$ cat src/rtl/core/assert_macros.svh
// Assertion helpers shared by the RTL.
`ifndef ASSERT_MACROS_SVH
`define ASSERT_MACROS_SVH

// Consequent must hold in the same cycle as the antecedent.
`define ASSERT_IMPLIES(label, clk, rst_n, ante, cons, msg) \
    label: assert property (@(posedge clk) disable iff (!rst_n) (ante) |-> (cons)) \
        else $error(msg);

// Consequent must hold in the cycle after the antecedent.
`define ASSERT_NEXT(label, clk, rst_n, ante, cons, msg) \
    label: assert property (@(posedge clk) disable iff (!rst_n) (ante) |=> (cons)) \
        else $error(msg);

`endif

$ cat src/rtl/core/rtt_pkg.sv
package rtt_pkg;

    localparam int KIND_W   = 2;
    localparam int ID_W     = 14;
    localparam int TIME_W   = 32;
    localparam int STATUS_W = 3;
    localparam int OCC_W    = 7;
    localparam int HALF_W   = 16;

    localparam logic [HALF_W-1:0] HALF_TIMEOUT_RESET = 16'd2;

    localparam logic [KIND_W-1:0] KIND_SEND = 2'd0;
    localparam logic [KIND_W-1:0] KIND_ACK  = 2'd1;
    localparam logic [KIND_W-1:0] KIND_TICK = 2'd2;

    typedef enum logic [STATUS_W-1:0] {
        ST_ADDED        = 3'd0,
        ST_FULL         = 3'd1,
        ST_ACK_MATCHED  = 3'd2,
        ST_ACK_MISSED   = 3'd3,
        ST_RETRANSMIT   = 3'd4,
        ST_NONE_EXPIRED = 3'd5
    } t_status;

    typedef enum logic [1:0] {
        S_IDLE,
        S_APPEND,
        S_SCAN,
        S_FINISH
    } t_state;

    typedef struct packed {
        logic capture;
        logic append;
        logic advance;
        logic finish;
    } t_dp_cmd;

    typedef struct packed {
        logic scan_done;
        logic hit;
        logic pend_vld;
        logic out_free;
    } t_dp_sts;

endpackage

$ cat src/rtl/core/rtt_req_if.sv
interface rtt_req_if;
    logic                       valid;
    logic                       ready;
    logic [rtt_pkg::KIND_W-1:0] kind;
    logic [rtt_pkg::ID_W-1:0]   msg_id;
    logic [rtt_pkg::TIME_W-1:0] now_time;

    modport source (output valid, output kind, output msg_id, output now_time, input ready);
    modport sink (input valid, input kind, input msg_id, input now_time, output ready);
endinterface

$ cat src/rtl/core/rtt_rsp_if.sv
interface rtt_rsp_if;
    logic                         valid;
    logic                         ready;
    logic [rtt_pkg::STATUS_W-1:0] status;
    logic [rtt_pkg::ID_W-1:0]     result_id;
    logic [rtt_pkg::OCC_W-1:0]    occupancy;
    logic                         last;

    modport source (output valid, output status, output result_id, output occupancy,
                    output last, input ready);
    modport sink (input valid, input status, input result_id, input occupancy,
                  input last, output ready);
endinterface

$ cat src/rtl/core/rtt_cfg_if.sv
interface rtt_cfg_if;
    logic                       valid;
    logic                       ready;
    logic [rtt_pkg::HALF_W-1:0] half_timeout;

    modport source (output valid, output half_timeout, input ready);
    modport sink (input valid, input half_timeout, output ready);
endinterface

$ cat src/rtl/core/rtt_datapath.sv
module rtt_datapath #(
    parameter int TABLE_DEPTH = 64
) (
    input  logic                         i_clk,
    input  logic                         i_rst_n,
    input  rtt_pkg::t_dp_cmd             i_cmd,
    output rtt_pkg::t_dp_sts             o_sts,
    input  logic [rtt_pkg::KIND_W-1:0]   i_kind,
    input  logic [rtt_pkg::ID_W-1:0]     i_msg_id,
    input  logic [rtt_pkg::TIME_W-1:0]   i_now_time,
    input  logic                         i_cfg_wr,
    input  logic [rtt_pkg::HALF_W-1:0]   i_cfg_data,
    input  logic                         i_out_ready,
    output logic                         o_out_valid,
    output logic [rtt_pkg::STATUS_W-1:0] o_status,
    output logic [rtt_pkg::ID_W-1:0]     o_result_id,
    output logic [rtt_pkg::OCC_W-1:0]    o_occupancy,
    output logic                         o_last
);

    localparam int ADDR_W = $clog2(TABLE_DEPTH);
    localparam int CNT_W  = $clog2(TABLE_DEPTH + 1);
    localparam int ID_W   = rtt_pkg::ID_W;
    localparam int TIME_W = rtt_pkg::TIME_W;
    localparam int HALF_W = rtt_pkg::HALF_W;
    localparam int OCC_W  = rtt_pkg::OCC_W;

    logic [ID_W-1:0]   m_id   [TABLE_DEPTH];
    logic [TIME_W-1:0] m_time [TABLE_DEPTH];

    logic [rtt_pkg::KIND_W-1:0] r_kind;
    logic [ID_W-1:0]            r_id;
    logic [TIME_W-1:0]          r_now;
    logic                       r_full;
    logic [CNT_W-1:0]           r_count;
    logic [CNT_W-1:0]           r_ptr;
    logic                       r_rd_vld;
    logic [ADDR_W-1:0]          r_rd_addr;
    logic [ID_W-1:0]            r_rd_id;
    logic [TIME_W-1:0]          r_rd_time;
    logic                       r_found;
    logic                       r_pend_vld;
    logic [ID_W-1:0]            r_pend_id;
    logic [HALF_W-1:0]          r_half;
    logic                       r_out_vld;
    rtt_pkg::t_status           r_out_status;
    logic [ID_W-1:0]            r_out_id;
    logic [OCC_W-1:0]           r_out_occ;
    logic                       r_out_last;

    logic              w_scan_tick;
    logic              w_scan_ack;
    logic [TIME_W-1:0] w_age;
    logic [TIME_W-1:0] w_timeout;
    logic              w_expired;
    logic              w_match;
    logic              w_do_append;
    logic              w_issue;
    logic              w_step;
    logic              w_shift;
    logic              w_found_now;
    logic              w_tick_hit;
    logic              w_push;
    logic              w_out_free;
    logic [CNT_W-1:0]  w_final_count;
    logic [ADDR_W-1:0] w_shift_addr;
    logic              w_id_we;
    logic [ADDR_W-1:0] w_id_waddr;
    logic [ID_W-1:0]   w_id_wdata;
    logic              w_time_we;
    logic [ADDR_W-1:0] w_time_waddr;
    logic [TIME_W-1:0] w_time_wdata;

    assign w_scan_tick   = (r_kind == rtt_pkg::KIND_TICK);
    assign w_scan_ack    = (r_kind == rtt_pkg::KIND_ACK);
    assign w_age         = r_now - r_rd_time;
    assign w_timeout     = {{(TIME_W - HALF_W - 1){1'b0}}, r_half, 1'b0};
    assign w_expired     = (w_age > w_timeout);
    assign w_match       = (r_rd_id == r_id);
    assign w_do_append   = i_cmd.append && !r_full;
    assign w_issue       = i_cmd.advance && (r_ptr < r_count);
    assign w_step        = i_cmd.advance && r_rd_vld;
    assign w_shift       = w_step && w_scan_ack && r_found;
    assign w_found_now   = w_step && w_scan_ack && !r_found && w_match;
    assign w_tick_hit    = w_step && w_scan_tick && w_expired;
    assign w_push        = w_tick_hit && r_pend_vld;
    assign w_out_free    = !r_out_vld || i_out_ready;
    assign w_final_count = r_count - CNT_W'(r_found);
    assign w_shift_addr  = r_rd_addr - ADDR_W'(1);

    assign o_sts.scan_done = !r_rd_vld && (r_ptr == r_count);
    assign o_sts.hit       = r_rd_vld && w_scan_tick && w_expired;
    assign o_sts.pend_vld  = r_pend_vld;
    assign o_sts.out_free  = w_out_free;

    // Write port select: append at the tail, shift down on ack, restamp on tick.
    always_comb begin
        w_id_we      = w_do_append || w_shift;
        w_id_waddr   = w_do_append ? r_count[ADDR_W-1:0] : w_shift_addr;
        w_id_wdata   = w_do_append ? r_id : r_rd_id;
        w_time_we    = w_do_append || w_shift || w_tick_hit;
        w_time_waddr = r_rd_addr;
        w_time_wdata = r_now;
        if (w_do_append) begin
            w_time_waddr = r_count[ADDR_W-1:0];
        end else if (w_shift) begin
            w_time_waddr = w_shift_addr;
            w_time_wdata = r_rd_time;
        end
    end

    always_ff @(posedge i_clk) begin
        if (w_id_we) begin
            m_id[w_id_waddr] <= w_id_wdata;
        end
        if (w_issue) begin
            r_rd_id <= m_id[r_ptr[ADDR_W-1:0]];
        end
    end

    always_ff @(posedge i_clk) begin
        if (w_time_we) begin
            m_time[w_time_waddr] <= w_time_wdata;
        end
        if (w_issue) begin
            r_rd_time <= m_time[r_ptr[ADDR_W-1:0]];
        end
    end

    always_ff @(posedge i_clk) begin
        if (!i_rst_n) begin
            r_kind     <= rtt_pkg::KIND_SEND;
            r_count    <= '0;
            r_ptr      <= '0;
            r_rd_vld   <= 1'b0;
            r_found    <= 1'b0;
            r_pend_vld <= 1'b0;
            r_half     <= rtt_pkg::HALF_TIMEOUT_RESET;
            r_out_vld  <= 1'b0;
        end else begin
            if (i_cfg_wr) begin
                r_half <= i_cfg_data;
            end
            if (i_cmd.capture) begin
                r_kind     <= i_kind;
                r_ptr      <= '0;
                r_rd_vld   <= 1'b0;
                r_found    <= 1'b0;
                r_pend_vld <= 1'b0;
            end
            if (w_do_append) begin
                r_count <= r_count + CNT_W'(1);
            end
            if (i_cmd.advance) begin
                r_rd_vld <= w_issue;
            end
            if (w_issue) begin
                r_ptr <= r_ptr + CNT_W'(1);
            end
            if (w_found_now) begin
                r_found <= 1'b1;
            end
            if (w_tick_hit) begin
                r_pend_vld <= 1'b1;
            end
            if (i_cmd.finish) begin
                r_count <= w_final_count;
            end
            if (w_push || i_cmd.finish) begin
                r_out_vld <= 1'b1;
            end else if (i_out_ready) begin
                r_out_vld <= 1'b0;
            end
        end
    end

    always_ff @(posedge i_clk) begin
        if (i_cmd.capture) begin
            r_id   <= i_msg_id;
            r_now  <= i_now_time;
            r_full <= (r_count >= CNT_W'(TABLE_DEPTH));
        end
        if (w_issue) begin
            r_rd_addr <= r_ptr[ADDR_W-1:0];
        end
        // Hold back each expired entry until the next one shows whether it is the final one.
        if (w_tick_hit) begin
            r_pend_id <= r_rd_id;
        end
        if (w_push) begin
            r_out_status <= rtt_pkg::ST_RETRANSMIT;
            r_out_id     <= r_pend_id;
            r_out_occ    <= OCC_W'(r_count);
            r_out_last   <= 1'b0;
        end else if (i_cmd.finish) begin
            r_out_last <= 1'b1;
            case (r_kind)
                rtt_pkg::KIND_SEND: begin
                    r_out_status <= r_full ? rtt_pkg::ST_FULL : rtt_pkg::ST_ADDED;
                    r_out_id     <= r_id;
                    r_out_occ    <= OCC_W'(r_count);
                end
                rtt_pkg::KIND_ACK: begin
                    r_out_status <= r_found ? rtt_pkg::ST_ACK_MATCHED : rtt_pkg::ST_ACK_MISSED;
                    r_out_id     <= r_id;
                    r_out_occ    <= OCC_W'(w_final_count);
                end
                default: begin
                    r_out_status <= r_pend_vld ? rtt_pkg::ST_RETRANSMIT
                                               : rtt_pkg::ST_NONE_EXPIRED;
                    r_out_id     <= r_pend_vld ? r_pend_id : '0;
                    r_out_occ    <= OCC_W'(r_count);
                end
            endcase
        end
    end

    assign o_out_valid = r_out_vld;
    assign o_status    = r_out_status;
    assign o_result_id = r_out_id;
    assign o_occupancy = r_out_occ;
    assign o_last      = r_out_last;

endmodule

$ cat src/rtl/core/rtt_ctrl.sv
module rtt_ctrl (
    input  logic                       i_clk,
    input  logic                       i_rst_n,
    input  logic                       i_req_valid,
    input  logic [rtt_pkg::KIND_W-1:0] i_kind,
    input  rtt_pkg::t_dp_sts           i_sts,
    output logic                       o_req_ready,
    output rtt_pkg::t_dp_cmd           o_cmd
);

    rtt_pkg::t_state r_state;
    rtt_pkg::t_state n_state;

    always_ff @(posedge i_clk) begin
        if (!i_rst_n) begin
            r_state <= rtt_pkg::S_IDLE;
        end else begin
            r_state <= n_state;
        end
    end

    always_comb begin
        n_state     = r_state;
        o_cmd       = '0;
        o_req_ready = 1'b0;
        case (r_state)
            rtt_pkg::S_IDLE: begin
                o_req_ready = 1'b1;
                if (i_req_valid) begin
                    o_cmd.capture = 1'b1;
                    case (i_kind)
                        rtt_pkg::KIND_SEND: n_state = rtt_pkg::S_APPEND;
                        rtt_pkg::KIND_ACK,
                        rtt_pkg::KIND_TICK: n_state = rtt_pkg::S_SCAN;
                        default:            n_state = rtt_pkg::S_IDLE;
                    endcase
                end
            end
            rtt_pkg::S_APPEND: begin
                o_cmd.append = 1'b1;
                n_state      = rtt_pkg::S_FINISH;
            end
            rtt_pkg::S_SCAN: begin
                if (i_sts.scan_done) begin
                    n_state = rtt_pkg::S_FINISH;
                end else begin
                    // Hold the walk while a held retransmit cannot move to the output.
                    o_cmd.advance = !(i_sts.hit && i_sts.pend_vld && !i_sts.out_free);
                end
            end
            rtt_pkg::S_FINISH: begin
                if (i_sts.out_free) begin
                    o_cmd.finish = 1'b1;
                    n_state      = rtt_pkg::S_IDLE;
                end
            end
            default: n_state = rtt_pkg::S_IDLE;
        endcase
    end

endmodule

$ cat src/rtl/core/retransmit_tracking_table_core.sv
// Send: after acceptance S_APPEND appends, then S_FINISH registers the result once the
// output register is free and returns to S_IDLE. Ack and tick: the single read port
// walks the id and send-time memories of N entries (N up to TABLE_DEPTH) one entry a
// cycle, but tick results may stall it while the output register is held by the sink.
// Synchronous active-low reset empties the table and sets half_timeout to 2; the
// memories themselves are not cleared and need no clearing pass.
`include "assert_macros.svh"

module retransmit_tracking_table_core #(
    parameter int TABLE_DEPTH = 64
) (
    input  logic      i_clk,
    input  logic      i_rst_n,
    rtt_req_if.sink   i_req,
    rtt_rsp_if.source o_rsp,
    rtt_cfg_if.sink   i_cfg
);

    rtt_pkg::t_dp_cmd w_cmd;
    rtt_pkg::t_dp_sts w_sts;
    logic             w_req_ready;

    assign i_req.ready = w_req_ready;
    assign i_cfg.ready = 1'b1;

    rtt_ctrl u_ctrl (
        .i_clk       (i_clk),
        .i_rst_n     (i_rst_n),
        .i_req_valid (i_req.valid),
        .i_kind      (i_req.kind),
        .i_sts       (w_sts),
        .o_req_ready (w_req_ready),
        .o_cmd       (w_cmd)
    );

    rtt_datapath #(
        .TABLE_DEPTH (TABLE_DEPTH)
    ) u_datapath (
        .i_clk       (i_clk),
        .i_rst_n     (i_rst_n),
        .i_cmd       (w_cmd),
        .o_sts       (w_sts),
        .i_kind      (i_req.kind),
        .i_msg_id    (i_req.msg_id),
        .i_now_time  (i_req.now_time),
        .i_cfg_wr    (i_cfg.valid),
        .i_cfg_data  (i_cfg.half_timeout),
        .i_out_ready (o_rsp.ready),
        .o_out_valid (o_rsp.valid),
        .o_status    (o_rsp.status),
        .o_result_id (o_rsp.result_id),
        .o_occupancy (o_rsp.occupancy),
        .o_last      (o_rsp.last)
    );

    `ASSERT_IMPLIES(a_finish_needs_slot, i_clk, i_rst_n, w_cmd.finish, w_sts.out_free, "final result loaded over a pending one")
    `ASSERT_IMPLIES(a_push_needs_slot, i_clk, i_rst_n, w_cmd.advance && w_sts.hit && w_sts.pend_vld, w_sts.out_free, "retransmit pushed over a pending result")
    `ASSERT_NEXT(a_send_busy, i_clk, i_rst_n, i_req.valid && w_req_ready && (i_req.kind == rtt_pkg::KIND_SEND), !w_req_ready, "send transaction did not occupy the block")

endmodule
$ cat src/flat_wrapper.sv
// flat-port wrapper written by rule: the top's interface ports become plain ports
module retransmit_tracking_table_core_flat 
#(
    parameter int TABLE_DEPTH = 64
)
  (i_clk, i_rst_n, i_req_valid, i_req_kind, i_req_msg_id, i_req_now_time, i_req_ready, o_rsp_valid, o_rsp_status, o_rsp_result_id, o_rsp_occupancy, o_rsp_last, o_rsp_ready, i_cfg_valid, i_cfg_half_timeout, i_cfg_ready);
  rtt_req_if i_req_i ();
  rtt_rsp_if o_rsp_i ();
  rtt_cfg_if i_cfg_i ();
  input  logic i_clk;
  input  logic i_rst_n;
  input wire logic [$bits(i_req_i.valid)-1:0] i_req_valid;
  input wire logic [$bits(i_req_i.kind)-1:0] i_req_kind;
  input wire logic [$bits(i_req_i.msg_id)-1:0] i_req_msg_id;
  input wire logic [$bits(i_req_i.now_time)-1:0] i_req_now_time;
  output wire logic [$bits(i_req_i.ready)-1:0] i_req_ready;
  output wire logic [$bits(o_rsp_i.valid)-1:0] o_rsp_valid;
  output wire logic [$bits(o_rsp_i.status)-1:0] o_rsp_status;
  output wire logic [$bits(o_rsp_i.result_id)-1:0] o_rsp_result_id;
  output wire logic [$bits(o_rsp_i.occupancy)-1:0] o_rsp_occupancy;
  output wire logic [$bits(o_rsp_i.last)-1:0] o_rsp_last;
  input wire logic [$bits(o_rsp_i.ready)-1:0] o_rsp_ready;
  input wire logic [$bits(i_cfg_i.valid)-1:0] i_cfg_valid;
  input wire logic [$bits(i_cfg_i.half_timeout)-1:0] i_cfg_half_timeout;
  output wire logic [$bits(i_cfg_i.ready)-1:0] i_cfg_ready;
  assign i_req_i.valid = i_req_valid;
  assign i_req_i.kind = i_req_kind;
  assign i_req_i.msg_id = i_req_msg_id;
  assign i_req_i.now_time = i_req_now_time;
  assign i_req_ready = i_req_i.ready;
  assign o_rsp_valid = o_rsp_i.valid;
  assign o_rsp_status = o_rsp_i.status;
  assign o_rsp_result_id = o_rsp_i.result_id;
  assign o_rsp_occupancy = o_rsp_i.occupancy;
  assign o_rsp_last = o_rsp_i.last;
  assign o_rsp_i.ready = o_rsp_ready;
  assign i_cfg_i.valid = i_cfg_valid;
  assign i_cfg_i.half_timeout = i_cfg_half_timeout;
  assign i_cfg_ready = i_cfg_i.ready;
  retransmit_tracking_table_core #(.TABLE_DEPTH(TABLE_DEPTH)) u_core (.i_clk(i_clk), .i_rst_n(i_rst_n), .i_req(i_req_i), .o_rsp(o_rsp_i), .i_cfg(i_cfg_i));
endmodule
$ cat config.mk
export PLATFORM = sky130hd
export DESIGN_NAME = retransmit_tracking_table_core_flat
export DESIGN_NICKNAME = d
export VERILOG_FILES = /design/src/rtl/core/rtt_pkg.sv /design/src/rtl/core/rtt_req_if.sv /design/src/rtl/core/rtt_rsp_if.sv /design/src/rtl/core/rtt_cfg_if.sv /design/src/rtl/core/rtt_datapath.sv /design/src/rtl/core/rtt_ctrl.sv /design/src/rtl/core/retransmit_tracking_table_core.sv /design/src/flat_wrapper.sv
export VERILOG_INCLUDE_DIRS = /design/src /design/src/rtl/core
export SDC_FILE = /design/constraint.sdc
export NUM_CORES = 2
export LEC_CHECK = 0
export BUFFER_PORTS_ARGS = -buffer_cell sky130_fd_sc_hd__buf_2
export CAP_MARGIN = 40
export CORE_MARGIN = 5
export CORE_UTILIZATION = 45
export CTS_BUF_LIST = sky130_fd_sc_hd__clkbuf_4 sky130_fd_sc_hd__clkbuf_8
export DETAILED_ROUTE_END_ITERATION = 6
export GPL_TIMING_DRIVEN = 0
export SETUP_SLACK_MARGIN = 0.5
export SKIP_CTS_REPAIR_TIMING = 1
export SLEW_MARGIN = 20
export SYNTH_ARGS = -nofsm -noshare
export SYNTH_HDL_FRONTEND = slang
export SYNTH_SLANG_ARGS = --single-unit
$ cat constraint.sdc
create_clock -name i_clk -period 6.9 [get_ports i_clk]
set_input_delay 0.69 -clock i_clk [delete_from_list [all_inputs] [get_ports i_clk]]
set_output_delay 0.69 -clock i_clk [all_outputs]
set_load 0.005 [all_outputs]
Word-level counts from Yosys, hierarchy flattened
Memory sizes are Yosys's and may differ from the RTL's. A register that Yosys moved wholly into a read port is not among the register bits.
Index checks and enable logic that the tools add are counted.

storage, ports and cells
  logic and storage cells = 122
  latch bits = 0
  bits of input ports = 69
  flip-flop bits (word level) = 130
  memories = 2
  memory bits (read-only) = 0
  memory bits (writable) = 2944

memories
  memory                    depth  width  rd ports  clocked after Yosys merged registers in  wr ports  line                RTL
  u_core.u_datapath.m_time  64     32     1         1                                        1         rtt_datapath.sv:29  logic [TIME_W-1:0] m_time [TABLE_DEPTH];
  u_core.u_datapath.m_id    64     14     1         1                                        1         rtt_datapath.sv:28  logic [ID_W-1:0] m_id [TABLE_DEPTH];

cells by class
  eq/ne operators = 12
  shift operators = 0
  add/subtract/negate cells = 5
  multipliers = 0
  bitwise gates (word level) = 0
  magnitude comparators = 3
  reductions and logical operators = 38
  muxes and demuxes = 44
  div/mod/pow operators = 0

operators with widths
  kind                 count
  $mux 14              5
  $mux 32              2
  $mux 7               7
  $gt 32x17->1         1
  $sub 32x32->32       1
  $mux 1               21
  $mux 6               3
  $logic_and 1x1->1    15
  $add 7x1->7 const B  2
  $eq 14x14->1         1
  $reduce_bool 2->1    7
  $eq 2x2->1 const B   4
  $pmux 2 s4           1
  $eq 7x7->1           1
  $ge 7x7->1 const B   1
  $lt 7x7->1           1
  $sub 7x1->7          1
  $eq 2x1->1 const B   3
  $logic_not 1->1      6
  $logic_not 2->1      3
  $mux 2               3
  $ne 2x2->1 const B   3
  $pmux 3 s2           1
  $sub 6x1->6 const B  1
  other kinds (4)      8

Longest topological paths before layout
  depth in word-level cells = 15
  gate-level depth with buffers = 23

By module
From an unflattened synthesis, not the netlist that was laid out.

second synthesis, totals
  cells, all modules = 5356
  area total of the unflattened synthesis = 121769.3 µm²

modules (own cells, without submodules)
  module                          area an instance (µm²)  times used  cells each
  rtt_datapath                    121524.1                1           5326
  rtt_ctrl                        234.0                   1           28
  retransmit_tracking_table_core  11.3                    1           2

Least setup slack after synthesis
OpenSTA, ideal clock, no wires.

  kind = reg-to-reg
  from = reg u_core.u_datapath.r_rd_time[0], read port of u_core.u_datapath.m_time
  to = mem u_core.u_datapath.m_time[10][0], enable pin
  cell stages (with the launch flop) = 21
  data required time = 6.439 ns
  path slack = 0.872 ns
  arrival time = 5.567 ns
  cell sequence = edfxtp_1 > ha_1 > fa_1 > nor2b_1 > o2111ai_1 > a21oi_1 > nor2_1 > o21ai_0 > xor2_1 > ha_1 > and3_1 > nand4_1 > or3_1 > o21a_1 > nor4_1 > nand4_1 > nor4_1 > nand4_2 > a311oi_2 > buf_4 > nor3_1

on the way
  longest elaborated chain between the ends = 15
  elaborated cells between the ends (all ways) = 19
  those cells by class = add/sub: 1; order compare: 1; mux: 6; reduce/logical: 11

ends and longest elaborated chain
  element                          line                 RTL
  start, declared                  rtt_datapath.sv:40   logic [TIME_W-1:0] r_rd_time;
  $sub 32x32->32 (*)               rtt_datapath.sv:76   assign w_age = r_now - r_rd_time;
  $gt 32x17->1 (*)                 rtt_datapath.sv:78   assign w_expired = (w_age > w_timeout);
  $logic_and 1x1->1                rtt_datapath.sv:92   assign o_sts.hit = r_rd_vld && w_scan_tick && w_expired;
  $logic_and 1x1->1 (2 in series)  rtt_ctrl.sv:48       o_cmd.advance = !(i_sts.hit && i_sts.pend_vld && !i_sts.out_free);
  $logic_not 1->1                  rtt_ctrl.sv:48
  $mux 1                           rtt_ctrl.sv:44       if (i_sts.scan_done) begin
  $mux 1                           rtt_ctrl.sv:26       case (r_state)
  $logic_and 1x1->1                rtt_datapath.sv:82   assign w_step = i_cmd.advance && r_rd_vld;
  $logic_and 1x1->1 (2 in series)  rtt_datapath.sv:83   assign w_shift = w_step && w_scan_ack && r_found;
  $logic_or 1x1->1 (2 in series)   rtt_datapath.sv:101  w_time_we = w_do_append || w_shift || w_tick_hit;
  $mux 1                           rtt_datapath.sv:122  if (w_time_we) begin
  $mux 1 (not written as such)     rtt_datapath.sv:123  m_time[w_time_waddr] <= w_time_wdata;
  end, declared                    rtt_datapath.sv:29

Every way passes the cells marked *; elsewhere a longest branch is shown, timed or not.

Worst setup path in the final report
  from = reg u_core.u_datapath.r_rd_time[7], read port of u_core.u_datapath.m_time
  to = mem u_core.u_datapath.m_time[29][11], enable pin

Same word-level chain as after synthesis.

==> results.sh <==
export IMPL_grt_ovfl_total=0
export IMPL_fillCellCount=20500
export IMPL_clock_latency_ps=1060
export IMPL_r2r_start="u_core.u_datapath.r_rd_time[7]$_DFFE_PP_"
export IMPL_stdcell_count=10400
export IMPL_seq_area_mm2=0.0933
export IMPL_combPwrFrac_pct=10.1
export IMPL_worst_ir_drop_vdd_uv=171
export IMPL_place_area_mm2=0.135
export IMPL_dr_total_vias=62300
export IMPL_cts_tree="done"
export IMPL_fin_worst_skew_ps=76.8
export IMPL_critPathLaunchType="flop"
export IMPL_grt_util_met3_pct=5.25
export IMPL_remaining_drc_errors=2
export IMPL_grt_util_met1_pct=34.5
export IMPL_crit_arrival_ps=6950
export IMPL_crit_type="reg -> reg"
export IMPL_cp_slowest_stage_delay_ps=430
export IMPL_postSynthAreaPerCell_um2=22.6
export IMPL_syn_to_final_growth_pct=19.0
export IMPL_die_w_um=531
export IMPL_hp_class="in -> reg"
export IMPL_critPathCaptureType="flop"
export IMPL_ant_nets=0
export IMPL_hpwl_mm=245
export IMPL_grt_max_degree=45
export IMPL_switchingPower_mw=10.1
export IMPL_numCtsBuffers=485
export IMPL_globalplace_congestion=0.861
export IMPL_switching_share_pct=24.5
export IMPL_cts_max_level=5
export IMPL_port_buffers=94
export IMPL_finalCritPeriodShare_pct=89.8
export IMPL_drt_pass1_iter_count=7
export IMPL_ys_async_sr_fraction_pct=0
export IMPL_slew_viol_final=0
export IMPL_synthesis_area_mm2=0.122
export IMPL_ys_ff_latch=3120
export IMPL_synth_most_common_cell="edfxtp_1"
export IMPL_yosys_warnings=0
export IMPL_die_y_um=531
export IMPL_yosysTopAreaCellShare_pct=75.8
export IMPL_grt_pass1_wl_mm=484
export IMPL_viasPerCell=5.99
export IMPL_ys_types=79
export IMPL_hold_violations=1
export IMPL_yosys_top_cells_count="edfxtp_1 (3078), mux4_2 (946), clkbuf_1 (187)"
export IMPL_drive_gt1_share_pct=37.0
export IMPL_antenna_found_initial=16
export IMPL_cap_violations=0
export IMPL_min_period_ps=6190
export IMPL_p_leak_nw=45.1
export IMPL_p_int_mw=31.3
export IMPL_netlist_top_cells_area="edfxtp_1 (76%), mux4_2 (17%), dfxtp_1 (0.69%)"
export IMPL_tightest_slew_ps=994
export IMPL_power_mw=41.4
export IMPL_worstHoldStart="i_cfg_half_timeout[6]"
export IMPL_fmax_ghz=0.161
export IMPL_clockPowerShare_pct=36.0
export IMPL_setup_viol=0
export IMPL_clock_path_buffers=4
export IMPL_violations="design-rule violations, negative hold slack"
export IMPL_met2_usage_pct=39.1
export IMPL_power_density_mw_per_mm2=285
export IMPL_synth_edf_count=3078
export IMPL_critPathLaunch="u_core.u_datapath.r_rd_time[7]$_DFFE_PP_"
export IMPL_path_delay_family="simple AND/OR/NAND/NOR gates"
export IMPL_num_io_pins=97
export IMPL_synth_cells=5388
export IMPL_synth_nets=5523
export IMPL_root_buffer="clkbuf_8"
export IMPL_synth_main_ff_cell="edfxtp_1"
export IMPL_grt_pass1_vias=63000
export IMPL_start_util_pct=45.1
export IMPL_pwr_share_seq_pct=53.8
export IMPL_worstPathMaxFanout=8
export IMPL_fin_area_mm2=0.145
export IMPL_yosysTopAreaCell="edfxtp_1"
export IMPL_drt_total_wl_mm=348
export IMPL_ys_seq_area_share_pct=76.5
export IMPL_row_count=191
export IMPL_multi_input_area_mm2=0.0286
export IMPL_nNetsFinal=6575
export IMPL_hold_slack_ps=-15.3
export IMPL_busiest_layer="met2"
export IMPL_drtIter0Drc=7981
export IMPL_status="finished, violations left"
export IMPL_critPathRequiredTime_ps=7660
export IMPL_place_inst=9433
export IMPL_cp_slowest_cell="a311o_1"
export IMPL_dieArea_mm2=0.281
export IMPL_clkTransAtPathRegs_ps=60
export IMPL_path_common_cell="buf_4"
export IMPL_path_buf_inv=8
export IMPL_relSlewSlack_pct=33.7
export IMPL_routedWlPerCell_um=33.5
export IMPL_track_usage_pct=24.6
export IMPL_rsz0062_at_grt="no"
export IMPL_core_area_mm2=0.270
export IMPL_cts_sinks=3120
stage by stage:
stage               utilization, %  setup slack [ps]  setup TNS (ps)  hold WS (ps)
floorplan                        -               872               0           432
finish                        53.7               707               0         -15.3
CTS                           53.3              -478         -197220          -277
global placement              46.9             -3690        -7413670           459
global route                  53.7               486               0          2.32
detailed placement            49.9              -414         -145890           475
state kept, by name (all words and copies together), names as in the netlist, 3 cells and up:
name                           cells
u_core.u_datapath.m_time        2048
u_core.u_datapath.m_id           896
u_core.u_datapath.r_now           32
u_core.u_datapath.r_rd_time       32
u_core.u_datapath.r_half          16
u_core.u_datapath.o_result_id     14
u_core.u_datapath.r_id            14
u_core.u_datapath.r_pend_id       14
u_core.u_datapath.r_rd_id         14
u_core.u_datapath.o_occupancy      7
u_core.u_datapath.r_count          7
u_core.u_datapath.r_ptr            7
u_core.u_datapath.r_rd_addr        6
u_core.u_datapath.o_status         3
worst min-delay path, delay by kind of cell:
kind / cells / cell delay [ps]
buf+inv: 1 / 80
mux: 1 / 60
simple gates: 1 / 110
final timing paths:
path,to,slack [ps],cells past startpoint
min reg2reg,u_core.u_datapath.o_last$_SDFFE_PP0P_,480,2
min,u_core.u_datapath.r_half[6]$_SDFFE_PN0P_,-20,3
max,u_core.u_datapath.m_time[29][11]$_DFFE_PP_,710,26
max reg2reg,u_core.u_datapath.m_time[29][11]$_DFFE_PP_,710,26
cell families after synthesis:
family / Yosys count / synth area share (%)
flops: 3120 / 76.5
compound gates: 277 / 1.43
xor+xnor: 52 / 0.374
buf+inv: 357 / 1.11
mux: 1007 / 18.0
other cells: 1 / 0.00308
simple gates: 508 / 1.90
fa+ha+maj: 66 / 0.683
routing by layer:
layer  vias to the layer above  routed length (µm)
met2                      3173              166000
met1                     33600              139000
li1                      25000                   -
met4                         0               11100
met5                         -                   0
met3                       526               32600
placed cells by master, fill, tap and decap left out, types with 21 or more instances in the layout:
| cell | n |
|---|---|
| clkbuf_1 | 129 |
| clkinv_1 | 135 |
| buf_1 | 21 |
| nand2_1 | 174 |
| ha_1 | 64 |
| a21oi_1 | 48 |
| edfxtp_1 | 3078 |
| nand3_1 | 22 |
| xnor2_1 | 35 |
| clkinv_2 | 49 |
| nor2b_1 | 26 |
| o21ai_4 | 44 |
| dfxtp_1 | 42 |
| nor2_4 | 74 |
| buf_4 | 74 |
| buf_6 | 107 |
| nor2_1 | 56 |
| clkbuf_8 | 495 |
| nor2_2 | 40 |
| buf_8 | 40 |
| buf_16 | 106 |
| inv_1 | 86 |
| mux4_2 | 946 |
| dlygate4sd3_1 | 63 |
| clkbuf_2 | 58 |
| buf_12 | 82 |
| clkbuf_4 | 160 |
| mux2_2 | 22 |
| o21ai_0 | 72 |
| buf_2 | 151 |
| mux2i_1 | 39 |
layout make-up:
class                   count  area share [%]
clock inverters           210           0.813
repair buffers            565            5.52
multi-input cells        1911            19.7
plain buffers             267           0.800
diodes                     11          0.0190
inverters                  90           0.235
flip-flops and latches   3120            64.3
well taps                3570            3.08
clock buffers             655            5.52
power by group through the flow:
| stage | combinational (mW) | sequential, mW | clock (mW) |
|---|---|---|---|
| floorplan | 1.78 | 22.8 | 0 |
| detailed placement | 4.02 | 22.7 | 0 |
| finish | 4.20 | 22.3 | 14.9 |
| CTS | 4.04 | 22.3 | 15.1 |
| global placement | 2.95 | 23.1 | 0 |
| global route | 4.44 | 22.3 | 16.0 |
No activity file was read; power rests on OpenSTA's default activity.
